File: src/hdl/rasp_pkg.sv
// ----------------------------------------------------------------------------
// rasp_pkg
// Widths, constants, flag bundle and arctangent table shared by the aspect
// pipeline.
// ----------------------------------------------------------------------------
package rasp_pkg;

  localparam int unsigned ELEV_W    = 32;  // one elevation sample
  localparam int unsigned SPC_W     = 32;  // spacing, Q16.16
  localparam int unsigned NUM_W     = 35;  // weighted difference, signed
  localparam int unsigned LO_W      = 32;  // low slice of |num| for the multiplier
  localparam int unsigned HI_W      = NUM_W - LO_W;
  localparam int unsigned PLO_W     = LO_W + SPC_W;
  localparam int unsigned PHI_W     = HI_W + SPC_W;
  localparam int unsigned PROD_W    = NUM_W + SPC_W;
  localparam int unsigned NORM_W    = 40;  // CORDIC operand after normalizing
  localparam int unsigned SH_W      = 5;   // normalizing shift, 0..PROD_W-NORM_W
  localparam int unsigned CX_W      = 43;  // CORDIC x/y datapath, signed
  localparam int unsigned ANG_W     = 25;  // angle, degrees Q.16
  localparam int unsigned DEG_W     = 16;  // aspect, degrees Q9.7
  localparam int unsigned RND_W     = ANG_W + 1;
  localparam int unsigned RND_SH    = 9;   // Q.16 -> Q.7
  localparam int unsigned CORDIC_MAX = 24;
  localparam int unsigned IN_W      = 8 * ELEV_W + SPC_W;
  localparam int unsigned CFG_IDX_W = 1;
  localparam int unsigned CFG_W     = 32;

  localparam logic [CFG_IDX_W-1:0] REG_UP_FLAG    = 1'b0;
  localparam logic [CFG_IDX_W-1:0] REG_NS_SPACING = 1'b1;

  localparam logic [SPC_W-1:0] NS_RESET  = 32'd65536;
  localparam logic [SPC_W-1:0] SPC_ONE   = 32'd1;

  localparam logic [ANG_W-1:0] ANG_ZERO  = '0;
  localparam logic [ANG_W-1:0] ANG_90    = 25'd5898240;
  localparam logic [ANG_W-1:0] ANG_180   = 25'd11796480;
  localparam logic [ANG_W-1:0] ANG_360   = 25'd23592960;
  localparam logic [RND_W-1:0] RND_HALF  = 26'd256;

  localparam logic [DEG_W-1:0] DEG_ZERO  = '0;
  localparam logic [DEG_W-1:0] DEG_90    = 16'd11520;
  localparam logic [DEG_W-1:0] DEG_270   = 16'd34560;
  localparam logic [DEG_W:0]   DEG_WRAP  = 17'd46080;

  typedef struct packed {
    logic y_zero;
    logic y_neg;
    logic x_zero;
    logic x_neg;
    logic up;
  } rasp_flags_t;

  function automatic logic signed [NUM_W-1:0] sext_elev(input logic [ELEV_W-1:0] v);
    return {{(NUM_W-ELEV_W){v[ELEV_W-1]}}, v};
  endfunction

  // atan(2^-i) in degrees, Q.16, rounded
  function automatic logic [ANG_W-1:0] atan_step(input int unsigned i);
    logic [ANG_W-1:0] r;
    case (i)
      0:       r = 25'd2949120;
      1:       r = 25'd1740967;
      2:       r = 25'd919879;
      3:       r = 25'd466945;
      4:       r = 25'd234379;
      5:       r = 25'd117304;
      6:       r = 25'd58666;
      7:       r = 25'd29335;
      8:       r = 25'd14668;
      9:       r = 25'd7334;
      10:      r = 25'd3667;
      11:      r = 25'd1833;
      12:      r = 25'd917;
      13:      r = 25'd458;
      14:      r = 25'd229;
      15:      r = 25'd115;
      16:      r = 25'd57;
      17:      r = 25'd29;
      18:      r = 25'd14;
      19:      r = 25'd7;
      20:      r = 25'd4;
      21:      r = 25'd2;
      22:      r = 25'd1;
      default: r = 25'd0;
    endcase
    return r;
  endfunction

endpackage

File: src/hdl/rasp_out.sv
// ----------------------------------------------------------------------------
// rasp_out
// Clamp and quadrant fold of the CORDIC angle, rounding to Q9.7 and the
// zero-slope special cases. The last stage is the output register.
// ----------------------------------------------------------------------------
module rasp_out
  import rasp_pkg::*;
(
  input  logic                     clk_i,
  input  logic                     rst_ni,
  input  logic                     in_valid_i,
  output logic                     in_ready_o,
  input  logic signed [ANG_W-1:0]  z_i,
  input  rasp_flags_t              flags_i,
  output logic                     out_valid_o,
  input  logic                     out_ready_i,
  output logic [DEG_W-1:0]         deg_o,
  output logic                     undef_o
);

  logic              v1_q, v2_q, rdy1, rdy2;
  logic [ANG_W-1:0]  t, ang_d, ang_q;
  logic [RND_W-1:0]  rsum;
  logic [DEG_W:0]    rnd;
  logic [DEG_W-1:0]  deg_d, deg_q;
  logic              undef_d, undef_q;
  rasp_flags_t       f1_q;

  always_comb begin
    if (flags_i.x_zero || z_i[ANG_W-1]) begin
      t = ANG_ZERO;
    end else if (z_i > signed'(ANG_90)) begin
      t = ANG_90;
    end else begin
      t = z_i;
    end
    // negative angles already wrapped by 360
    if (!flags_i.y_neg) begin
      if (!flags_i.x_neg) ang_d = t;
      else if (t == ANG_ZERO) ang_d = ANG_ZERO;
      else ang_d = ANG_360 - t;
    end else begin
      if (!flags_i.x_neg) ang_d = ANG_180 - t;
      else ang_d = t + ANG_180;
    end
  end

  always_comb begin
    rsum    = RND_W'(ang_q) + RND_HALF;
    rnd     = (DEG_W+1)'(rsum >> RND_SH);
    deg_d   = (rnd >= DEG_WRAP) ? DEG_ZERO : rnd[DEG_W-1:0];
    undef_d = 1'b0;
    if (f1_q.y_zero) begin
      if (f1_q.x_zero) begin
        undef_d = 1'b1;
        deg_d   = DEG_ZERO;
      end else begin
        deg_d = (!f1_q.x_neg != f1_q.up) ? DEG_90 : DEG_270;
      end
    end
  end

  assign rdy2       = ~v2_q | out_ready_i;
  assign rdy1       = ~v1_q | rdy2;
  assign in_ready_o = rdy1;

  always_ff @(posedge clk_i or negedge rst_ni) begin
    if (!rst_ni) begin
      v1_q <= 1'b0;
      v2_q <= 1'b0;
    end else begin
      if (rdy1) v1_q <= in_valid_i;
      if (rdy2) v2_q <= v1_q;
    end
  end

  always_ff @(posedge clk_i) begin
    if (rdy1 && in_valid_i) begin
      ang_q <= ang_d;
      f1_q  <= flags_i;
    end
    if (rdy2 && v1_q) begin
      deg_q   <= deg_d;
      undef_q <= undef_d;
    end
  end

  assign out_valid_o = v2_q;
  assign deg_o       = deg_q;
  assign undef_o     = undef_q;

endmodule

File: config.mk
export PLATFORM = sky130hd
export DESIGN_NAME = rasp_out
export DESIGN_NICKNAME = d
export VERILOG_FILES = /design/src/hdl/rasp_pkg.sv /design/src/hdl/rasp_out.sv
export SDC_FILE = /design/constraint.sdc
export NUM_CORES = 1
export LEC_CHECK = 0
export ABC_AREA = 1
export ABC_CLOCK_PERIOD_IN_PS = 2400
export BUFFER_PORTS_ARGS = -buffer_cell sky130_fd_sc_hd__buf_2
export CAP_MARGIN = 20
export CORE_MARGIN = 4
export CORE_UTILIZATION = 35
export CTS_CLUSTER_DIAMETER = 120
export DETAILED_ROUTE_END_ITERATION = 7
export GPL_TIMING_DRIVEN = 1
export HOLD_SLACK_MARGIN = 0.06
export PLACE_DENSITY = 0.63
export SLEW_MARGIN = 20
export SYNTH_ARGS = -nofsm -noshare
export SYNTH_HDL_FRONTEND = slang
export SYNTH_SLANG_ARGS = --single-unit
File: constraint.sdc
create_clock -name clk_i -period 2.4 [get_ports clk_i]
set_input_delay 0.48 -clock clk_i [delete_from_list [all_inputs] [get_ports clk_i]]
set_output_delay 0.48 -clock clk_i [all_outputs]
set_load 0.05 [all_outputs]
* Yosys cells after proc, flatten, opt, wreduce, memory -nomap -nowiden
Index checks and enable logic that the tools add are counted.
** Storage, ports and cells
- Logic and storage cells :: 36
- Output and inout port bits :: 19
- Flip-flop bits (word level) :: 48
- Input bits :: 34
** Cells by class
- Bitwise operators :: 4
- Add/sub/neg operators :: 4
- Magnitude comparators :: 2
- Equal/unequal tests :: 1
- Mux-type cells :: 11
- Reduce and logical (&&, ||, !) cells :: 5
** Operators with widths (number)
- 25-bit two-way mux :: 6
- 16-bit two-way mux :: 4
- 25-bit by 9-bit adder with 26-bit output (second input constant) :: 1
- 25-bit by 24-bit adder with 25-bit output (second input constant) :: 1
- 25-bit by 24-bit greater-than comparator with 1-bit output (second input constant) :: 1
- 25-bit zero test :: 1
- 24-bit by 25-bit subtractor with 25-bit output (first input constant) :: 1
- 25-bit subtractor (first input constant) :: 1
- 17-bit by 16-bit >= comparator with 1-bit output (second input constant) :: 1
- 1-bit logical AND :: 2
- 1-bit NOT :: 2
- 1-bit OR :: 2
- 1-bit zero test :: 1
- 1-bit logical OR :: 1
- 1-bit two-way mux :: 1
- 1-bit inequality test :: 1

* Longest topological paths before layout
- Depth in word-level cells :: 7
- Depth in mapped cells :: 20
- Gate-level depth less buffers :: 19

* Least setup slack after synthesis
No wires, ideal clock.
- Kind :: input -> register
- From :: input port z_i[2]
- To :: register ang_q[24], data pin
- Arrival time :: 2.120 ns
- Setup slack :: 0.027 ns
- Required time :: 2.147 ns
- Setup time :: 0.253 ns
- Stages on the path :: 14
- Path buffers :: 1
- Cell sequence :: nor2_1 > nand2_1 > nor2_1 > nand3_1 > nand3_2 > buf_2 > nand2_1 > nand2_1 > inv_1 > ha_1 > o21ai_0 > nor2_1 > a21oi_1 > inv_1
** Between the ends
- Word-level cells in the longest chain between the ends :: 7
- Elaborated cells on any way between the ends :: 11
- Classes of those cells :: 3 x add/sub; 1 x order compare; 6 x mux; 1 x reduce/logical
** RTL lines
- from (decl) :: line rasp_out.sv:13 : input logic signed [ANG_W-1:0] z_i,
- 25-bit by 24-bit greater-than comparator with 1-bit output :: line rasp_out.sv:32 : end else if (z_i > signed'(ANG_90)) begin
- 25-bit two-way mux * :: line rasp_out.sv:32
- 25-bit two-way mux * :: line rasp_out.sv:30 : if (flags_i.x_zero || z_i[ANG_W-1]) begin
- 25-bit subtractor / 25-bit zero test (equally long branches) :: line rasp_out.sv:41, rasp_out.sv:40
- 25-bit two-way mux :: line rasp_out.sv:40 : else if (t == ANG_ZERO) ang_d = ANG_ZERO;
- 25-bit two-way mux :: line rasp_out.sv:39 : if (!flags_i.x_neg) ang_d = t;
- 25-bit two-way mux * :: line rasp_out.sv:38 : if (!flags_i.y_neg) begin
- via ang_d[24] :: line rasp_out.sv:22 : logic [ANG_W-1:0] t, ang_d, ang_q;
- to (signal assigned) :: line rasp_out.sv:79 : ang_q <= ang_d;
- to (decl) :: line rasp_out.sv:22
Mark *: on every way through the listed nets, which the timed path passes. The rest lies on a longest branch.
A chain may end at the register's enable or synchronous reset.

* Final worst setup path
- From :: register ang_q[9]
- To :: register deg_q[0] (netlist: deg_o[0]), data pin
** Between the ends
- Word-level cells in the longest chain between the ends :: 4
** RTL lines
- 25-bit by 9-bit adder with 26-bit output * :: line rasp_out.sv:49 : rsum = RND_W'(ang_q) + RND_HALF;
- 17-bit by 16-bit >= comparator with 1-bit output :: line rasp_out.sv:51 : deg_d = (rnd >= DEG_WRAP) ? DEG_ZERO : rnd[DEG_W-1:0];
- 16-bit two-way mux * :: line rasp_out.sv:51
- 16-bit two-way mux * :: line rasp_out.sv:53 : if (f1_q.y_zero) begin
- to (signal assigned) :: line rasp_out.sv:83 : deg_q <= deg_d;
- to (decl) :: line rasp_out.sv:25 : logic [DEG_W-1:0] deg_d, deg_q;
Every way passes the cells marked *; elsewhere a longest branch is shown, timed or not.

==> metrics.md <==
| Metric | Value |
|---|---|
| Slowest stage delay, CP | `410 ps` |
| Max Cap Viol | `0` |
| Multi-input gate area | `~1800 µm²` |
| Max-slew violation count | `0` |
| Grt total ovfl | `0` |
| Internal | `1.28 mW` |
| Most used cell, CP | `nand3_4` |
| Clk_lat worst skew | `290 ps` |
| Crit path required time | `between 2000 and 2500 ps` |
| Crit. path cell count | `12` |
| FILL cells | `around 900` |
| Worst Hold Depth | `1` |
| Final Net Count | `around 560` |
| Cell area after layout | `~4000 µm²` |
| Setup crit end kind | `flip-flop` |
| Register area share after synthesis | `about 38%` |
| Die Ht | `about 100 µm` |
| Hold_ws | `363 ps` |
| Yosys warning total | `0` |
| Final setup viols | `0` |
| CTS max path bufs | `2` |
| Max IR drop VDD | `0.000183 V` |
| HP Class | `in2reg` |
| CTS clk-pin slew, worst paths | `approximately 80 ps` |
| Clock Skews | `around 6.6 ps` |
| Post-synthesis register bit count | `40` |
| GRT Util Overall | `between 10% and 20%` |
| Power Density | `between 400 and 500 nW/µm²` |
| Largest net degree at the start of global routing | `46` |
| DR vias | `about 3,000` |
| Syn nets | `between 400 and 500` |
| Die width | `between 100 and 150 µm` |
| Gate power share | `between 30% and 40%` |
| Hold EP | `f1_q[0]$_DFFE_PP_` |
| Crit-path cells | `ha_4 -> nand3_4 -> nor2_4 -> and3_4 -> nand3_4 -> nor2_4 -> nand2_2 -> xor2_1 -> nor2_2 -> nand3_4 -> nand3_4 -> nor2_2` |
| Setup TNS | `0 ps` |
| R2R depth | `12` |
| CTS sink count | `40` |
| Wire length per cell | `around 11 µm` |
| Core area | `between 8000 and 9000 µm²` |
| Switching Power | `slightly below 0.7 mW` |
| Reg2reg setup slack | `120 ps` |
| Final Hold Vio Count | `0` |
| Syn Std Cell Area | `3100 µm²` |
| Fraction of layout cells with a size suffix above 1 | `24.8%` |
| DIE AREA | `approximately 10,000 µm²` |
| Global Route met1 Usage | `~16%` |
| Commonest cells after routing, fill and taps aside | `nand2_1, nor2_1, inv_1` |
| DR vias/cell | `around 4.6` |
| # diodes | `0` |
| Htree depth | `2` |
| Seq pwr share | `between 40% and 50%` |
| Number of core rows | `34` |
| Port Buffer Count | `52` |
| Worst Tran Pin Value | `just over 600 ps` |
| CP bufs+invs | `0` |
| Starting Density | `between 30% and 40%` |
| First-pass GRT wire length | `about 11,000 µm` |
| Reg-to-reg startpoint | `ang_q[9]$_DFFE_PP_` |
| Clock power frac | `around a fifth` |
| Hpwl dp | `roughly 5400 µm` |
| R2R Path End | `deg_o[0]$_SDFFCE_PP0P_` |
| Crit path max-delay family | `simple AND/OR/NAND/NOR gates` |
| Startpoint Class | `flip-flop` |
| Post-layout min period | `between 2000 and 2500 ps` |
| Switching share of power | `between 30% and 40%` |
| # DRC | `0` |
| Final Core Density | `between 40 and 50%` |
| Clock Root Buffer | `clkbuf_8` |
| Seq. cell area | `approximately 1200 µm²` |
| Commonest non-fill, non-tap cell in the layout | `nand2_1` |
| Hold path startpoint | `flags_i[0]` |
| Worst-path fanout max | `8` |
| Area delta synth->final | `27.6%` |
| Routed Wire Length | `7030 µm` |
| Cts bufs inserted | `5` |
| Max Fclk | `approximately 440 MHz` |
| Initial antenna violation count | `0` |
| ANT nets after route | `0` |
| Distinct cells, synth | `34` |
| Avg Inst Size Synth | `just over 7 µm²` |
| Initial DRC count | `148` |
| Final worst-path cycle share | `94.8%` |
| Critical path's slowest cell | `edfxtp_1` |
| Slew margin rel. | `59.2%` |
| Kind of critical path | `reg2reg` |
| Gr busiest metal | `met2` |
| Vias in the first global route | `around 2,700` |
| Placed cell area | `approximately 3700 µm²` |
| Ports | `53` |
| RD Place Congestion | `roughly 0.86` |
| Met2 usage | `a little under a quarter` |
| CP arrival | `approximately 2300 ps` |
| Grt met3 use | `about 2.1%` |
| DRT Pass-1 Iters | `4` |
| Status | `finished clean` |
| Synth Instances | `~440` |
| TritonCTS clock tree | `built` |
| Leak | `1.92 nW` |
[cells by family after synthesis]
| group | count (synthesis) | synth area share [%] |
|---|---|---|
| xor gates and xnor gates | 20 | 5.65 |
| and+or+nand+nor | 250 | 36.1 |
| buffers and inverters | 69 | 8.63 |
| adders and majority gates | 5 | 2.02 |
| DFF | 40 | 38.4 |
| AOI/OAI and AO/OA | 52 | 9.24 |
[routing by layer]
| layer | wire length, µm | up-vias |
|---|---|---|
| met5 | 0 | - |
| met1 | 3130 | 1272 |
| met2 | 3370 | 75 |
| met3 | 394 | 10 |
| li1 | - | 1583 |
| met4 | 133 | 0 |
[registers in the layout, summed over array words and instances (netlist names)]
signal	cells
undef_o	1
deg_o	16
f1_q	4
out_valid_o	1
ang_q	17
v1_q	1
[layout make-up]
cell class / count / area share, %
Tap cell: 108 / 3.42
Clock buffer: 7 / 1.93
Multi-Input combinational cell: 328 / 44.4
Timing Repair Buffer: 91 / 14.5
Sequential cell: 40 / 30.1
Inverter: 58 / 5.50
Clock inverter: 1 / 0.0949
[per-stage QoR]
stage	std cells	total power [mW]	setup WS (ps)
after floorplan	436	1.35	26.6
after global placement	615	1.51	-15.0
final	633	1.97	124
after detailed placement	615	1.52	-37.4
after CTS	626	1.95	3.57
after global routing	633	2.09	-27.8
[power groups by stage]
| stage | Sequential, mW | Clock [mW] | Combinational [mW] |
|---|---|---|---|
| floorplan | 1.04 | 0 | 0.307 |
| global placement | 0.912 | 0 | 0.595 |
| detailed placement | 0.916 | 0 | 0.606 |
| CTS | 0.900 | 0.436 | 0.617 |
| global route | 0.914 | 0.467 | 0.709 |
| finish | 0.905 | 0.422 | 0.639 |
[cells in the mapped netlist, drive strengths merged]
master / count / area share, %
clkinv: 2 / 0.24
ha: 5 / 2.0
xor2: 14 / 4.0
nor4: 2 / 0.40
o211ai: 3 / 0.73
nor3: 1 / 0.32
nand2: 128 / 16
o21ai: 29 / 4.8
clkbuf: 7 / 0.85
nand4: 9 / 1.8
nand3b: 1 / 0.24
xnor2: 6 / 1.7
o22ai: 1 / 0.20
inv: 56 / 6.8
edfxtp: 38 / 37
a21oi: 18 / 3.3
nor2: 71 / 10
or2: 1 / 0.20
o31ai: 1 / 0.24
dfrtp: 2 / 1.6
and3: 2 / 0.44
buf: 4 / 0.77
nand3: 35 / 6.7
[worst max-delay path by stage]
stage | startpoint | slack [ps] | endpoint
floorplan | z_i[2] | 30 | ang_q[24]$_DFFE_PP_
global placement | z_i[2] | -10 | ang_q[22]$_DFFE_PP_
detailed placement | z_i[6] | -40 | ang_q[22]$_DFFE_PP_
CTS | ang_q[8]$_DFFE_PP_ | 4 | deg_o[6]$_SDFFCE_PP0P_
global route | ang_q[9]$_DFFE_PP_ | -30 | deg_o[14]$_SDFFCE_PP0P_
finish | ang_q[9]$_DFFE_PP_ | 120 | deg_o[0]$_SDFFCE_PP0P_
[timing repair]
item / in CTS / in global routing
cloned: 1 / 0
hold buffers: 1 / 0
pin swaps: 2 / 11
endpoints found under the hold margin: 2 / 0
endpoints found under the setup margin: 7 / 20
resized for setup: 2 / 20
setup buffers: 1 / 7
Power figures use the tool's default switching activity.
