**config.mk**
```make
export PLATFORM = sky130hd
export DESIGN_NAME = rasp_slope
export DESIGN_NICKNAME = d
export VERILOG_FILES = /design/src/hdl/rasp_pkg.sv /design/src/hdl/rasp_slope.sv
export SDC_FILE = /design/constraint.sdc
export NUM_CORES = 1
export LEC_CHECK = 0
export ABC_AREA = 1
export BUFFER_PORTS_ARGS = -buffer_cell sky130_fd_sc_hd__buf_2
export CORE_AREA = 2 2 204 206
export DETAILED_ROUTE_END_ITERATION = 16
export DIE_AREA = 0 0 206 208
export GPL_TIMING_DRIVEN = 1
export PLACE_DENSITY_LB_ADDON = 0.08
export SYNTH_ARGS = -nofsm -noshare
export SYNTH_HDL_FRONTEND = slang
export SYNTH_SLANG_ARGS = --single-unit
```
**constraint.sdc**
```tcl
create_clock -name clk_i -period 22 [get_ports clk_i]
set_input_delay 0 -clock clk_i [delete_from_list [all_inputs] [get_ports clk_i]]
set_output_delay 0 -clock clk_i [all_outputs]
set_load 0.005 [all_outputs]
```
**src/hdl/rasp_pkg.sv**
```systemverilog
// ----------------------------------------------------------------------------
// rasp_pkg
// Widths, constants, flag bundle and arctangent table shared by the aspect
// pipeline.
// ----------------------------------------------------------------------------
package rasp_pkg;

  localparam int unsigned ELEV_W    = 32;  // one elevation sample
  localparam int unsigned SPC_W     = 32;  // spacing, Q16.16
  localparam int unsigned NUM_W     = 35;  // weighted difference, signed
  localparam int unsigned LO_W      = 32;  // low slice of |num| for the multiplier
  localparam int unsigned HI_W      = NUM_W - LO_W;
  localparam int unsigned PLO_W     = LO_W + SPC_W;
  localparam int unsigned PHI_W     = HI_W + SPC_W;
  localparam int unsigned PROD_W    = NUM_W + SPC_W;
  localparam int unsigned NORM_W    = 40;  // CORDIC operand after normalizing
  localparam int unsigned SH_W      = 5;   // normalizing shift, 0..PROD_W-NORM_W
  localparam int unsigned CX_W      = 43;  // CORDIC x/y datapath, signed
  localparam int unsigned ANG_W     = 25;  // angle, degrees Q.16
  localparam int unsigned DEG_W     = 16;  // aspect, degrees Q9.7
  localparam int unsigned RND_W     = ANG_W + 1;
  localparam int unsigned RND_SH    = 9;   // Q.16 -> Q.7
  localparam int unsigned CORDIC_MAX = 24;
  localparam int unsigned IN_W      = 8 * ELEV_W + SPC_W;
  localparam int unsigned CFG_IDX_W = 1;
  localparam int unsigned CFG_W     = 32;

  localparam logic [CFG_IDX_W-1:0] REG_UP_FLAG    = 1'b0;
  localparam logic [CFG_IDX_W-1:0] REG_NS_SPACING = 1'b1;

  localparam logic [SPC_W-1:0] NS_RESET  = 32'd65536;
  localparam logic [SPC_W-1:0] SPC_ONE   = 32'd1;

  localparam logic [ANG_W-1:0] ANG_ZERO  = '0;
  localparam logic [ANG_W-1:0] ANG_90    = 25'd5898240;
  localparam logic [ANG_W-1:0] ANG_180   = 25'd11796480;
  localparam logic [ANG_W-1:0] ANG_360   = 25'd23592960;
  localparam logic [RND_W-1:0] RND_HALF  = 26'd256;

  localparam logic [DEG_W-1:0] DEG_ZERO  = '0;
  localparam logic [DEG_W-1:0] DEG_90    = 16'd11520;
  localparam logic [DEG_W-1:0] DEG_270   = 16'd34560;
  localparam logic [DEG_W:0]   DEG_WRAP  = 17'd46080;

  typedef struct packed {
    logic y_zero;
    logic y_neg;
    logic x_zero;
    logic x_neg;
    logic up;
  } rasp_flags_t;

  function automatic logic signed [NUM_W-1:0] sext_elev(input logic [ELEV_W-1:0] v);
    return {{(NUM_W-ELEV_W){v[ELEV_W-1]}}, v};
  endfunction

  // atan(2^-i) in degrees, Q.16, rounded
  function automatic logic [ANG_W-1:0] atan_step(input int unsigned i);
    logic [ANG_W-1:0] r;
    case (i)
      0:       r = 25'd2949120;
      1:       r = 25'd1740967;
      2:       r = 25'd919879;
      3:       r = 25'd466945;
      4:       r = 25'd234379;
      5:       r = 25'd117304;
      6:       r = 25'd58666;
      7:       r = 25'd29335;
      8:       r = 25'd14668;
      9:       r = 25'd7334;
      10:      r = 25'd3667;
      11:      r = 25'd1833;
      12:      r = 25'd917;
      13:      r = 25'd458;
      14:      r = 25'd229;
      15:      r = 25'd115;
      16:      r = 25'd57;
      17:      r = 25'd29;
      18:      r = 25'd14;
      19:      r = 25'd7;
      20:      r = 25'd4;
      21:      r = 25'd2;
      22:      r = 25'd1;
      default: r = 25'd0;
    endcase
    return r;
  endfunction

endpackage

```
**src/hdl/rasp_slope.sv**
```systemverilog
// ----------------------------------------------------------------------------
// rasp_slope
// Two stages: Horn weighted differences, then magnitudes and sign flags.
// ----------------------------------------------------------------------------
module rasp_slope
  import rasp_pkg::*;
(
  input  logic                     clk_i,
  input  logic                     rst_ni,
  input  logic                     in_valid_i,
  output logic                     in_ready_o,
  input  logic [IN_W-1:0]          in_data_i,
  input  logic [SPC_W-1:0]         ns_i,
  input  logic                     up_i,
  output logic                     out_valid_o,
  input  logic                     out_ready_i,
  output logic [NUM_W-1:0]         ax_o,
  output logic [NUM_W-1:0]         ay_o,
  output logic [SPC_W-1:0]         ew_o,
  output logic [SPC_W-1:0]         ns_o,
  output rasp_flags_t              flags_o
);

  logic signed [NUM_W-1:0] nw, nm, ne, cw, ce, sw, sm, se;
  logic signed [NUM_W-1:0] xnum_d, ynum_d, xnum_q, ynum_q;
  logic [SPC_W-1:0]        ew_raw, ew1_d, ew1_q, ns1_d, ns1_q;
  logic                    up1_q;
  logic                    v1_q, v2_q, rdy1, rdy2;
  logic [NUM_W-1:0]        ax_d, ay_d, ax_q, ay_q;
  logic [SPC_W-1:0]        ew2_q, ns2_q;
  rasp_flags_t             fl_d, fl_q;

  assign nw     = sext_elev(in_data_i[0*ELEV_W +: ELEV_W]);
  assign nm     = sext_elev(in_data_i[1*ELEV_W +: ELEV_W]);
  assign ne     = sext_elev(in_data_i[2*ELEV_W +: ELEV_W]);
  assign cw     = sext_elev(in_data_i[3*ELEV_W +: ELEV_W]);
  assign ce     = sext_elev(in_data_i[4*ELEV_W +: ELEV_W]);
  assign sw     = sext_elev(in_data_i[5*ELEV_W +: ELEV_W]);
  assign sm     = sext_elev(in_data_i[6*ELEV_W +: ELEV_W]);
  assign se     = sext_elev(in_data_i[7*ELEV_W +: ELEV_W]);
  assign ew_raw = in_data_i[8*ELEV_W +: SPC_W];

  assign xnum_d = (nw + (cw <<< 1) + sw) - (ne + (ce <<< 1) + se);
  assign ynum_d = (sw + (sm <<< 1) + se) - (nw + (nm <<< 1) + ne);
  // zero spacing acts as the smallest step
  assign ew1_d  = (ew_raw == '0) ? SPC_ONE : ew_raw;
  assign ns1_d  = (ns_i == '0) ? SPC_ONE : ns_i;

  assign ax_d = xnum_q[NUM_W-1] ? NUM_W'(-xnum_q) : NUM_W'(xnum_q);
  assign ay_d = ynum_q[NUM_W-1] ? NUM_W'(-ynum_q) : NUM_W'(ynum_q);
  always_comb begin
    fl_d.y_zero = (ynum_q == '0);
    fl_d.y_neg  = ynum_q[NUM_W-1];
    fl_d.x_zero = (xnum_q == '0);
    fl_d.x_neg  = xnum_q[NUM_W-1];
    fl_d.up     = up1_q;
  end

  assign rdy2       = ~v2_q | out_ready_i;
  assign rdy1       = ~v1_q | rdy2;
  assign in_ready_o = rdy1;

  always_ff @(posedge clk_i or negedge rst_ni) begin
    if (!rst_ni) begin
      v1_q <= 1'b0;
      v2_q <= 1'b0;
    end else begin
      if (rdy1) v1_q <= in_valid_i;
      if (rdy2) v2_q <= v1_q;
    end
  end

  always_ff @(posedge clk_i) begin
    if (rdy1 && in_valid_i) begin
      xnum_q <= xnum_d;
      ynum_q <= ynum_d;
      ew1_q  <= ew1_d;
      ns1_q  <= ns1_d;
      up1_q  <= up_i;
    end
    if (rdy2 && v1_q) begin
      ax_q  <= ax_d;
      ay_q  <= ay_d;
      ew2_q <= ew1_q;
      ns2_q <= ns1_q;
      fl_q  <= fl_d;
    end
  end

  assign out_valid_o = v2_q;
  assign ax_o        = ax_q;
  assign ay_o        = ay_q;
  assign ew_o        = ew2_q;
  assign ns_o        = ns2_q;
  assign flags_o     = fl_q;

endmodule

```
# Yosys cells after proc, flatten, opt, wreduce, memory -nomap -nowiden
# Index checks and enable logic that the tools add are counted.
# word_totals
register_bits	276
inputBits	325
output_inout_bits	141
elab_cells	42
# classes
add_sub_neg	12
muxes	2
n_bitwise	4
reduce_logical	6
# ops
operator	n
adder 34 x 32 -> 35 bit	4
adder 32 x 33 -> 34 bit	4
logical NOT 35 bit	2
negator 35 bit	2
subtractor 35 bit	2
2-to-1 mux 34 bit	2
logical NOT 32 bit	2
logical AND 1 bit	2
NOT 1 bit	2
bitwise OR 1 bit	2

# Depth between registers and ports, before layout
# Gate-level depths: netlist of run 1.
# depth
depth_word	4
depth_mapped	20
mapped_depth_nobuf	20

# Worst setup path before layout of run 1
# Ideal clock, no wire load.
# synth_timing
kind	register to register
startpoint	register v2_q, in the netlist out_valid_o
endpoint	register ax_q[0], in the netlist ax_o[0], enable pin
setup_time_ps	683
arrival_time_ps	7133
required_time_ps	21317
path_slack_ps	14184
path_stages_with_launch	2
path_buffers	0
period_less_slack_ps	7816
cell_sequence	dfrtp_1 -> a21oi_1
# synth_via
elab_chain_cells	3
# synth_lines
item	line_no	text
start: declaration	rasp_slope.sv:28	logic v1_q, v2_q, rdy1, rdy2;
start signal: assignment	rasp_slope.sv:69	if (rdy2) v2_q <= v1_q;
NOT 1 bit	rasp_slope.sv:59	assign rdy2 = ~v2_q | out_ready_i;
bitwise OR 1 bit	rasp_slope.sv:59	
logical AND 1 bit	rasp_slope.sv:81	if (rdy2 && v1_q) begin
end signal: assignment	rasp_slope.sv:82	ax_q <= ax_d;
end: declaration	rasp_slope.sv:29	logic [NUM_W-1:0] ax_d, ay_d, ax_q, ay_q;
# Every way passes these cells.
# A chain may end at the register's enable or synchronous reset.

# Worst setup path in the final report of run 1
# layout_timing
startpoint	input port in_data_i[65]
endpoint	register ynum_q[31], data pin
# layout_via
elab_chain_cells	2
# layout_lines
item	line_no	text
start: declaration	rasp_slope.sv:12	input logic [IN_W-1:0] in_data_i,
adder 34 x 32 -> 35 bit	rasp_slope.sv:44	assign ynum_d = (sw + (sm <<< 1) + se) - (nw + (nm <<< 1) + ne);
subtractor 35 bit	rasp_slope.sv:44	
named net ynum_d[31]	rasp_slope.sv:25	logic signed [NUM_W-1:0] xnum_d, ynum_d, xnum_q, ynum_q;
end signal: assignment	rasp_slope.sv:76	ynum_q <= ynum_d;
end: declaration	rasp_slope.sv:25	
# The timed path passes the listed nets, and every way through them passes these cells.

==> impl_summary.txt, run 1 <==
----------------------------------------------------
[Synth]
  Synthesized netlist cell count ... 2395
  Sequential area share after synthesis ... 37.3%
  Avg Synthesized Cell Area ... 9.26 sq um
  Number of distinct library cells after synthesis ... 40
  Total of flip-flops plus latches after synthesis ... 276
  Netlist Area Pre-Place ... 0.0222 sq mm
  Total nets after synthesis ... 3056
  Yosys warns ... 0

[Clocking]
  Clock latency on the worst-skew pair ... 0.55 ns
  Clock transition at the register clock pins on the worst setup and hold paths after CTS ... 0.06 ns
  Post-cts resize count ... 0
  Clock net sink count ... 276
  Clock tree buffer depth ... 3
  Num CTS Buffers ... 28
  Number of buffers added for setup after CTS ... 0
  Library cell used as clock root buffer ... sky130_fd_sc_hd__clkbuf_16
  TritonCTS clock tree ... built
  Number of H-tree levels ... 1

[Detailed routing]
  Average via count per standard cell ... 4.98
  Number of detailed-routing iterations run before antenna repair ... 5
  Remaining number of nets flagged by the antenna check after routing ... 0
  First-iteration detailed-routing DRC count ... 1065
  Count of vias placed by the detailed router ... 17164
  Overall routed net length ... 60800 um
  Average routed wire per standard cell ... 17.6 um
  Remaining design rule violation count ... 0

[GRT]
  Initial antenna violation count ... 2
  Pin count of the biggest net entering global routing ... 80
  Number of global-route vias before repair ... 18405
  Total global-route track usage ... 28.7%
  First-pass GRT wire length ... 94900 um
  Overflow after GRT ... 0

[Worst setup path]
  Worst EP arrival ... 4.02 ns
  R2R Path Start ... out_valid_o$_DFFE_PN0P_
  Nature of the critical path endpoint ... flip-flop
  Worst endpoint required time ... 22.28 ns
  Startpoint kind of the worst setup timing path ... input pin
  Cell depth of the worst flop-to-flop path ... 4
  Slack of the worst reg-to-reg path ... 19.23 ns
  Crit path kind ... in2reg
  Top fanout value on the critical path ... 4
  Crit Reg-Reg Endpoint ... ns1_q[10]$_SDFFCE_PN0P_

[Timing]
  Count of pins over their slew limit ... 0
  Final period demand of the worst path ... 3.74 ns
  Relative slew margins ... 32.0%
  Setup total negative slack ... 0 ns
  Setup Viol. Count Final ... 0
  Worst-margin pin slew ... 1.02 ns
  Portion of the clock cycle consumed by the worst path in the final layout ... 17.0%
  Final worst slack ... 18.26 ns
  Hold violation count in the final report ... 0
  RSZ-0062 raised after global routing ... no
  Setup Skew ... 0.0123 ns
  Highest achievable clock rate ... 0.267 GHz

[Power and ir drop]
  Total chip power ... 3.44 mW
  Worst IR drop on VDD ... 0.0618 mV
  Leak Pwr ... 13.3 nW
  Power density over the cells ... 130 mW/mm^2

[Worst hold path]
  Worst hold path class ... in2reg
  Hold Path End ... xnum_q[0]$_DFFE_PP_
  Number of stages on the worst hold path ... 4
  Start point of the worst min-delay path ... in_data_i[224]

[Placement]
  Dpl cells ... 3327
  Placed cell areas ... 0.0250 sq mm
  Port buffer count ... 465
  Pre-CTS WS ... 18.01 ns
  Final GP Congestion ... 0.863
  Post-detail-place hpwl ... 50400 um

[Floorplanning]
  Starting density of the core ... 54.7%
  Number of placement rows ... 74
  Area of the die ... 0.0428 sq mm
  Total I/O pin count ... 466
  Width of the die ... 206 um
  Core region area ... 0.0406 sq mm
  Die span in y ... 208 um

[Cells and area]
  Most frequent standard cell in the layout excluding fill and tap cells ... sky130_fd_sc_hd__inv_1
  Layout Area Growth over Synthesis ... 19.9%
  Fin cells ... 3450
  Most used cells in the layout excluding fill and tap cells ... sky130_fd_sc_hd__inv_1 (633), sky130_fd_sc_hd__buf_2 (465), sky130_fd_sc_hd__nand2_1 (456)
  Nets ... 3559
  Post-route standard cell area excluding fillers ... 0.0266 sq mm
  Fraction of layout cells with a size suffix above 1 ... 18.2%

[Outcome]
  Run status ... complete, no violations

[Job]
  Number of max-cap violations ... 0

----------------------------------------------------
-- cell families (layout without fill, tap and decap cells) --
kind of cell / after synthesis / in the layout / share of synthesized area (%)
AO/OA/AOI/OAI: 168 / 168 / 4.08
flip-flops: 276 / 276 / 37.3
AND/OR/NAND/NOR: 823 / 823 / 15.4
XOR/XNOR: 87 / 87 / 3.44
buffers and inverters: 705 / 1227 / 11.9
adder cells (fa/ha/maj): 336 / 336 / 27.8
other: 0 / 1 / 0
-- registers in the layout (all words and copies together) (netlist names) --
register and cells:
ns_o 32, flags_o 5, ax_o 35, ew_o 32, ns1_q 32, ay_o 35, v1_q 1, ynum_q 35
out_valid_o 1, up1_q 1, ew1_q 32, xnum_q 35
-- synthesized netlist by cell type, drive strengths merged --
library cell,instances,area (sq um)
nand3,91,470
nor4,5,31.3
o21ai,69,357
nand2,459,1740
xor2,68,596
xnor2,19,166
o211ai,6,45.0
o21bai,5,37.5
nor3,24,136
nand4,19,125
o21a,1,7.51
o41ai,2,17.5
edfxtp,274,8230
or2,3,21.3
nor2,216,845
nand3b,4,30.0
and3,1,6.26
inv,635,2380
fa,262,5250
and2,1,6.26
dfrtp,2,50.1
a21oi,80,400
a41o,1,10.0
ha,74,926
a21o,1,7.51
o31ai,3,22.5
clkbuf,70,263
-- how the worst max path moves through the flow --
stage / start / end / slack (ns) / cells past startpoint
after CTS: in_data_i[65] / ynum_q[31]$_DFFE_PP_ / 18.39 / 19
after global placement: in_data_i[0] / ynum_q[31]$_DFFE_PP_ / 17.98 / 20
after global routing: in_data_i[65] / ynum_q[31]$_DFFE_PP_ / 18.12 / 19
after floorplan: out_valid_o$_DFFE_PN0P_ / ax_o[0]$_DFFE_PP_ / 14.18 / 1
final: in_data_i[65] / ynum_q[31]$_DFFE_PP_ / 18.26 / 19
after detailed placement: in_data_i[0] / ynum_q[31]$_DFFE_PP_ / 18.01 / 20
-- cell type report --
| cell class | count | area, sq um |
|---|---|---|
| Antenna cell | 1 | 2.50 |
| Clock buffer | 30 | 708 |
| Clock inverter | 19 | 181 |
| Fill cell | 3359 | 14000 |
| Inverter | 635 | 2390 |
| Multi-Input combinational cell | 1414 | 11300 |
| Sequential cell | 276 | 8280 |
| Tap cell | 532 | 666 |
| Timing Repair Buffer | 543 | 3100 |
-- worst max-delay path, stage by stage --
cell	delay, ns
sky130_fd_sc_hd__dlygate4sd3_1	0.53
sky130_fd_sc_hd__buf_2	0.15
sky130_fd_sc_hd__ha_1	0.28
sky130_fd_sc_hd__ha_1	0.30
sky130_fd_sc_hd__fa_1	0.45
sky130_fd_sc_hd__inv_1	0.07
sky130_fd_sc_hd__ha_1	0.24
sky130_fd_sc_hd__inv_1	0.09
sky130_fd_sc_hd__fa_1	0.46
sky130_fd_sc_hd__inv_1	0.17
sky130_fd_sc_hd__nand3_1	0.09
sky130_fd_sc_hd__nand2_1	0.28
sky130_fd_sc_hd__nand3_1	0.11
sky130_fd_sc_hd__nand2_1	0.23
sky130_fd_sc_hd__nand2_1	0.10
sky130_fd_sc_hd__nand2_1	0.16
sky130_fd_sc_hd__nand2_1	0.10
sky130_fd_sc_hd__nand3_1	0.08
sky130_fd_sc_hd__nand2_1	0.09
-- what timing repair did --
| item | in CTS | in global routing |
|---|---|---|
| hold buffers | 73 | 0 |
| endpoints found under the setup margin | 0 | 0 |
| hold endpoints to repair | 71 | 0 |
-- stage by stage --
step | util, % | hold slack [ns]
floorplan | - | -0.296
global placement | 61.5 | -0.213
detailed placement | 61.5 | -0.210
CTS | 65.5 | 0.0346
global route | 65.5 | 0.0749
finish | 65.5 | 0.0633
-- metal layers --
| layer | up-vias | global-route usage [%] | routed length [um] |
|---|---|---|---|
| met2 | 622 | 50.0 | 29900 |
| met5 | - | 0 | 0 |
| met4 | 0 | 10.2 | 2360 |
| li1 | 8257 | - | - |
| met1 | 8174 | 36.2 | 24400 |
| met3 | 111 | 4.37 | 4120 |
-- where the power goes --
part           switching [mW]  internal [mW]
Clock                   0.198          0.267
Sequential             0.0893          0.847
Combinational            1.34          0.703
No activity file was read; power rests on OpenSTA's default activity.
==> run 2: changes to the inputs <==
--- a/config.mk
+++ b/config.mk
@@ -7,9 +7,9 @@
 export LEC_CHECK = 0
 export ABC_AREA = 1
 export BUFFER_PORTS_ARGS = -buffer_cell sky130_fd_sc_hd__buf_2
-export CORE_AREA = 2 2 204 206
+export CORE_AREA = 2 2 212 214
 export DETAILED_ROUTE_END_ITERATION = 16
-export DIE_AREA = 0 0 206 208
+export DIE_AREA = 0 0 214 216
 export GPL_TIMING_DRIVEN = 1
 export PLACE_DENSITY_LB_ADDON = 0.08
 export SYNTH_ARGS = -nofsm -noshare
==> constraint.sdc (replaced) <==
create_clock -name clk_i -period 3.2 [get_ports clk_i]
set_input_delay 0 -clock clk_i [delete_from_list [all_inputs] [get_ports clk_i]]
set_output_delay 0 -clock clk_i [all_outputs]
set_load 0.005 [all_outputs]
==> impl_summary.txt, run 2 (synthesis results as in run 1) <==
----------------------------------------------------
[Placement]
  Dpl cells ... 3568
  Placed cell areas ... 0.0264 sq mm
  Final GP Congestion ... 0.917
  Pre-CTS WS ... -0.351 ns
  Post-detail-place hpwl ... 51200 um
  Port buffer count ... 465

[Cells and area]
  Layout Area Growth over Synthesis ... 26.6%
  Core utilization of the finished layout ... 64.0%
  Seq. cell area ... 0.00828 sq mm
  Nets ... 3738
  Post-route standard cell area excluding fillers ... 0.0281 sq mm
  Number of filler cells placed in the layout ... 3685
  Footprint of the multi-input gates ... 0.0113 sq mm
  Most used cells in the layout excluding fill and tap cells ... sky130_fd_sc_hd__inv_1 (632), sky130_fd_sc_hd__buf_2 (465), sky130_fd_sc_hd__nand2_1 (448)
  Most frequent standard cell in the layout excluding fill and tap cells ... sky130_fd_sc_hd__inv_1
  Fraction of layout cells with a size suffix above 1 ... 23.5%
  Fin cells ... 3691

[Floorplanning]
  Core region area ... 0.0438 sq mm
  Starting density of the core ... 50.6%
  Width of the die ... 214 um
  Die span in y ... 216 um
  Area of the die ... 0.0462 sq mm
  Total I/O pin count ... 466
  Number of placement rows ... 77

[Detailed routing]
  Number of detailed-routing iterations run before antenna repair ... 5
  Remaining number of nets flagged by the antenna check after routing ... 0
  Count of vias placed by the detailed router ... 17544
  First-iteration detailed-routing DRC count ... 990
  Remaining design rule violation count ... 0
  Average routed wire per standard cell ... 16.1 um
  Average via count per standard cell ... 4.75
  Overall routed net length ... 59500 um

[Worst setup path]
  Startpoint kind of the worst setup timing path ... input pin
  Top fanout value on the critical path ... 3
  Worst EP arrival ... 3.30 ns
  Worst endpoint required time ... 3.48 ns
  Nature of the critical path endpoint ... flip-flop
  Crit path kind ... in2reg

[Power and ir drop]
  Total chip power ... 25.9 mW
  Leak Pwr ... 14.2 nW
  Power density over the cells ... 921 mW/mm^2
  Worst IR drop on VDD ... 0.440 mV

[Clocking]
  Clock tree buffer depth ... 3
  Clock transition at the register clock pins on the worst setup and hold paths after CTS ... 0.07 ns
  Num CTS Buffers ... 27
  Clock net sink count ... 276
  Library cell used as clock root buffer ... sky130_fd_sc_hd__clkbuf_16
  Number of H-tree levels ... 1
  Clock latency on the worst-skew pair ... 0.55 ns
  Number of buffers added for setup after CTS ... 0
  TritonCTS clock tree ... built

[Timing]
  Final period demand of the worst path ... 3.02 ns
  Hold violation count in the final report ... 0
  Final worst slack ... 0.184 ns
  Setup Viol. Count Final ... 0
  Count of pins over their slew limit ... 0
  Highest achievable clock rate ... 0.332 GHz
  Worst-margin pin slew ... 0.590 ns
  Relative slew margins ... 60.6%
  Setup Skew ... 0.0165 ns
  Setup total negative slack ... 0 ns
  RSZ-0062 raised after global routing ... no
  Final Hold Slack ... 0.0379 ns
  Portion of the clock cycle consumed by the worst path in the final layout ... 94.2%

[GRT]
  Pin count of the biggest net entering global routing ... 77
  Initial antenna violation count ... 4
  Total global-route track usage ... 26.2%
  First-pass GRT wire length ... 95100 um
  Overflow after GRT ... 0
  Number of global-route vias before repair ... 18538

[Job]
  Number of max-cap violations ... 0

[Outcome]
  Run status ... complete, no violations

[Worst hold path]
  Worst hold path class ... in2reg

----------------------------------------------------
-- run 2: cell count changes in the layout (fill, tap and decap cells not counted), sizes merged --
cell         change
inv              +1
buf            +181
diode            +1
clkinv           -2
dlygate4sd3      -1
clkinvlp         +1
-- run 2: final timing paths --
path / from / end / slack (ns) / cells past startpoint
max: in_data_i[65] / ynum_q[30]$_DFFE_PP_ / 0.18 / 19
min: in_data_i[1] / ynum_q[0]$_DFFE_PP_ / 0.04 / 4
max reg2reg: out_valid_o$_DFFE_PN0P_ / ynum_q[26]$_DFFE_PP_ / 1.09 / 4
min reg2reg: ew1_q[14]$_SDFFCE_PN0P_ / ew_o[14]$_DFFE_PP_ / 0.42 / 0
max in group asynchronous: rst_ni / v1_q$_DFFE_PN0N_ / 2.73 / 3
min in group asynchronous: rst_ni / out_valid_o$_DFFE_PN0P_ / 0.33 / 3
-- run 2: what timing repair did --
action	in CTS	in global routing
resized for setup	0	15
hold buffers	72	0
endpoints found under the setup margin	0	17
hold endpoints to repair	70	0
-- run 2: per-layer routing --
metal / vias up / track usage [%] / share of wire (%)
li1: 8619 / - / -
met1: 8242 / 33.4 / 42
met2: 574 / 45.5 / 48
met3: 109 / 4.07 / 6.1
met4: 0 / 9.39 / 3.7
met5: - / 0 / 0
-- run 2: area by class of cell --
cell class / instances / area share [%]
Multi-Input combinational cell: 1414 / 40.2
Sequential cell: 276 / 29.5
Timing Repair Buffer: 723 / 16.0
Inverter: 635 / 8.50
Tap cell: 592 / 2.64
Clock buffer: 30 / 2.45
Clock inverter: 19 / 0.655
Antenna cell: 2 / 0.0178
-- run 2: critical path, stage by stage --
cell                            delay (ns)
sky130_fd_sc_hd__dlygate4sd3_1        0.54
sky130_fd_sc_hd__buf_2                0.12
sky130_fd_sc_hd__ha_1                 0.13
sky130_fd_sc_hd__inv_1                0.05
sky130_fd_sc_hd__fa_1                 0.51
sky130_fd_sc_hd__inv_1                0.05
sky130_fd_sc_hd__fa_2                 0.56
sky130_fd_sc_hd__inv_1                0.06
sky130_fd_sc_hd__ha_1                 0.28
sky130_fd_sc_hd__nand3_1              0.10
sky130_fd_sc_hd__nand3_2              0.10
sky130_fd_sc_hd__nand2_1              0.07
sky130_fd_sc_hd__nand2_1              0.11
sky130_fd_sc_hd__nand3_1              0.13
sky130_fd_sc_hd__nand2_1              0.11
sky130_fd_sc_hd__nand2_1              0.13
sky130_fd_sc_hd__nand2_1              0.07
sky130_fd_sc_hd__nand2_1              0.06
sky130_fd_sc_hd__nand2_1              0.10
-- run 2: where the power goes --
group	internal (mW)	total, mW	switching, mW
logic	6.72	16.3	9.56
clock network	1.79	3.15	1.36
registers	5.82	6.44	0.616
total	14.3	25.9	11.5
==> run 3: changes to the inputs <==
--- a/config.mk
+++ b/config.mk
@@ -5,11 +5,10 @@
 export SDC_FILE = /design/constraint.sdc
 export NUM_CORES = 1
 export LEC_CHECK = 0
-export ABC_AREA = 1
 export BUFFER_PORTS_ARGS = -buffer_cell sky130_fd_sc_hd__buf_2
-export CORE_AREA = 2 2 212 214
+export CORE_AREA = 2 2 206 208
 export DETAILED_ROUTE_END_ITERATION = 16
-export DIE_AREA = 0 0 214 216
+export DIE_AREA = 0 0 208 210
 export GPL_TIMING_DRIVEN = 1
 export PLACE_DENSITY_LB_ADDON = 0.08
 export SYNTH_ARGS = -nofsm -noshare
==> impl_summary.txt, run 3 <==
----------------------------------------------------
[Outcome]
  Run status ... complete, but fails checks
  Violated checks ... negative setup slack

[Worst setup path]
  Cell depth of the worst flop-to-flop path ... 7
  Worst endpoint required time ... 3.46 ns
  Setup crit start ... in_data_i[97]
  Number of stages on the worst setup path ... 16
  Crit Reg-Reg Endpoint ... ay_o[30]$_DFFE_PP_
  Crit path kind ... in2reg
  Startpoint kind of the worst setup timing path ... input pin
  Worst EP arrival ... 3.59 ns
  R2R Path Start ... ynum_q[14]$_DFFE_PP_
  Slack of the worst reg-to-reg path ... -0.07 ns
  Top fanout value on the critical path ... 4
  Largest stage delay, worst path ... 0.56 ns
  Nature of the critical path endpoint ... flip-flop
  Cells along the critical path ... buf_6 > fa_1 > fa_1 > inv_2 > fa_1 > inv_2 > fa_2 > a211oi_4 > nor4_4 > nor3_4 > a21oi_4 > buf_4 > buf_6 > a31oi_4 > or3b_4 > nand3_2
  Cell with the largest stage delay on the worst path ... sky130_fd_sc_hd__fa_1
  CP most frequent cell ... sky130_fd_sc_hd__fa_1
  Cell type group with the largest total delay on the critical path ... adder cells
  Crit path to ... xnum_q[31]$_DFFE_PP_
  Critical path buffer and inverter count ... 5

[Synth]
  Most frequently used flop master after synthesis ... sky130_fd_sc_hd__edfxtp_1
  Netlist Area Pre-Place ... 0.0205 sq mm
  Most area-consuming cells after synthesis ... sky130_fd_sc_hd__edfxtp_1 (40%), sky130_fd_sc_hd__fa_1 (26%), sky130_fd_sc_hd__inv_1 (8.0%)
  Number of enable flip-flop cells after synthesis ... 274
  Proportion of register bits with asynchronous set or reset after synthesis ... 0.725%
  Avg Synthesized Cell Area ... 11.7 sq um
  Yosys warns ... 0
  Most common library cells after synthesis ... sky130_fd_sc_hd__inv_1 (436), sky130_fd_sc_hd__edfxtp_1 (274), sky130_fd_sc_hd__fa_1 (262)
  Total of flip-flops plus latches after synthesis ... 276
  Cell with the most instances after synthesis ... sky130_fd_sc_hd__inv_1
  Top cell type's share of synthesized area ... 40.0%
  Number of distinct library cells after synthesis ... 57
  Total nets after synthesis ... 2422
  Synthesized netlist cell count ... 1761
  Post-synthesis cell type with the largest combined area ... sky130_fd_sc_hd__edfxtp_1
  Sequential area share after synthesis ... 40.3%

[Timing]
  Setup Skew ... 0.0148 ns
  Final period demand of the worst path ... 3.32 ns
  Setup Viol. Count Final ... 21
  Count of pins over their slew limit ... 0
  Portion of the clock cycle consumed by the worst path in the final layout ... 104%
  RSZ-0062 raised after global routing ... yes
  Final worst slack ... -0.121 ns
  Setup total negative slack ... -1.06 ns
  Relative slew margins ... 26.8%
  Highest achievable clock rate ... 0.301 GHz
  Worst-margin pin slew ... 1.10 ns
  Hold violation count in the final report ... 0

[Power and ir drop]
  Cell Int Power ... 16.8 mW
  Power density over the cells ... 977 mW/mm^2
  Switching share of power ... 38.9%
  Portion of total power attributed to combinational logic ... 64.3%
  Sequential cell fraction of total power ... 23.9%
  Clock group share of total power ... 11.8%
  Reported net switching power ... 10.7 mW
  Leak Pwr ... 12.9 nW
  Worst IR drop on VDD ... 0.418 mV

[Detailed routing]
  First-iteration detailed-routing DRC count ... 850
  Number of detailed-routing iterations run before antenna repair ... 5
  Count of vias placed by the detailed router ... 15138
  Overall routed net length ... 51700 um
  Average via count per standard cell ... 4.91
  Average routed wire per standard cell ... 16.8 um
  Remaining number of nets flagged by the antenna check after routing ... 0
  Remaining design rule violation count ... 0

[Cells and area]
  N_diodes ... 0
  Post-route standard cell area excluding fillers ... 0.0282 sq mm
  Most frequent standard cell in the layout excluding fill and tap cells ... sky130_fd_sc_hd__buf_2
  Nets ... 3190
  Most used cells in the layout excluding fill and tap cells ... sky130_fd_sc_hd__buf_2 (446), sky130_fd_sc_hd__inv_1 (386), sky130_fd_sc_hd__buf_4 (279)
  Fraction of layout cells with a size suffix above 1 ... 38.6%
  Number of filler cells placed in the layout ... 3147
  Layout Area Growth over Synthesis ... 37.4%

[Clocking]
  Clock tree buffer depth ... 3
  Library cell used as clock root buffer ... sky130_fd_sc_hd__clkbuf_16
  Clock net sink count ... 276
  TritonCTS clock tree ... built
  Num CTS Buffers ... 28
  Clock transition at the register clock pins on the worst setup and hold paths after CTS ... 0.06 ns
  Number of H-tree levels ... 1
  Clock latency on the worst-skew pair ... 0.53 ns

[Floorplanning]
  Total I/O pin count ... 466
  Number of placement rows ... 75
  Die span in y ... 210 um
  Starting density of the core ... 49.5%
  Width of the die ... 208 um
  Area of the die ... 0.0437 sq mm
  Core region area ... 0.0415 sq mm

[Worst hold path]
  Start point of the worst min-delay path ... in_data_i[1]
  Worst hold path class ... in2reg

[Job]
  Number of max-cap violations ... 0

[Placement]
  Post-detail-place hpwl ... 43000 um
  Port buffer count ... 465
  Placed cell areas ... 0.0257 sq mm
  Final GP Congestion ... 0.869

[GRT]
  Initial antenna violation count ... 0
  Total global-route track usage ... 23.6%
  First-pass GRT wire length ... 82200 um
  Pin count of the biggest net entering global routing ... 66
  Overflow after GRT ... 0
  Number of global-route vias before repair ... 16333

----------------------------------------------------
run 3: changes by cell type in the layout (fill, tap and decap cells not counted), moves of 39 or more:
cell,previous run,this run
sky130_fd_sc_hd__xor2_1,68,27
sky130_fd_sc_hd__xnor2_1,19,97
sky130_fd_sc_hd__nand2_1,448,49
sky130_fd_sc_hd__inv_2,2,41
sky130_fd_sc_hd__nand3_1,86,13
sky130_fd_sc_hd__nor2_1,210,35
sky130_fd_sc_hd__buf_4,182,279
sky130_fd_sc_hd__inv_1,632,386
run 3: power by group through the flow:
stage	Combinational (mW)	Clock, mW	Sequential [mW]
2_1_floorplan	9.49	0	6.48
3_3_place_gp	15.5	0	6.60
3_5_place_dp	15.7	0	6.64
4_1_cts	16.6	3.30	6.58
5_1_grt	19.4	3.44	6.71
6_report	17.7	3.25	6.59
run 3: kinds of logic (layout without fill, tap and decap cells):
family / count (synthesis) / count (layout) / synth area share [%]
AOI/OAI and AO/OA: 254 / 254 / 8.20
xor gates and xnor gates: 126 / 126 / 5.37
adders and majority gates: 336 / 336 / 30.0
buffers and inverters: 527 / 1313 / 9.66
DFF: 276 / 276 / 40.3
muxes: 1 / 1 / 0.0487
and+or+nand+nor: 241 / 241 / 6.39
run 3: tightest hold or removal path, delay by kind of cell:
kind / cells / cell delay (ns)
adders and majority gates: 1 / 0.13
buffers and inverters: 3 / 0.32
run 3: worst min-delay path by stage:
stage                              end  depth (start not counted)
2_1_floorplan  out_valid_o$_DFFE_PN0P_                          0
3_3_place_gp   out_valid_o$_DFFE_PN0P_                          1
3_5_place_dp   out_valid_o$_DFFE_PN0P_                          1
4_1_cts            ynum_q[0]$_DFFE_PP_                          4
5_1_grt            ynum_q[0]$_DFFE_PP_                          4
6_report           ynum_q[0]$_DFFE_PP_                          4
run 3: final cells by class:
cell class	instances	area (sq um)	share of cell area, %
multi-input combinational	958	11200	39.8
clock inverter	16	174	0.616
clock buffer	32	737	2.61
inverter	436	1690	5.98
tap	539	674	2.39
timing repair buffer	829	5440	19.3
sequential	276	8280	29.3
run 3: layer usage:
| layer | vias up | track usage (%) | share of wire, % |
|---|---|---|---|
| met5 | - | 0 | 0 |
| met4 | 0 | 7.04 | 3.2 |
| met3 | 96 | 2.73 | 4.5 |
| met2 | 432 | 41.4 | 50 |
| met1 | 7347 | 31.0 | 42 |
| li1 | 7263 | - | - |
run 3: stage by stage:
stage	total power [mW]	std cells	util [%]	hold slack, ns	setup WS (ns)
finish	27.6	3086	68.1	0.0291	-0.121
global route	29.5	3086	68.1	0.0383	-0.230
CTS	26.4	3071	66.9	0.0119	-0.195
detailed placement	22.3	2943	61.9	-0.212	-0.771
global placement	22.0	2943	61.9	-0.215	-0.748
floorplan	16.0	1761	-	-0.296	-0.421
run 3: timing repair:
item | in CTS | in global routing
pin swaps | 69 | 73
buffers inserted | 12 | 16
endpoints found under the setup margin | 35 | 50
hold buffers | 70 | 0
endpoints found under the hold margin | 69 | 0
gates resized for setup | 83 | 84
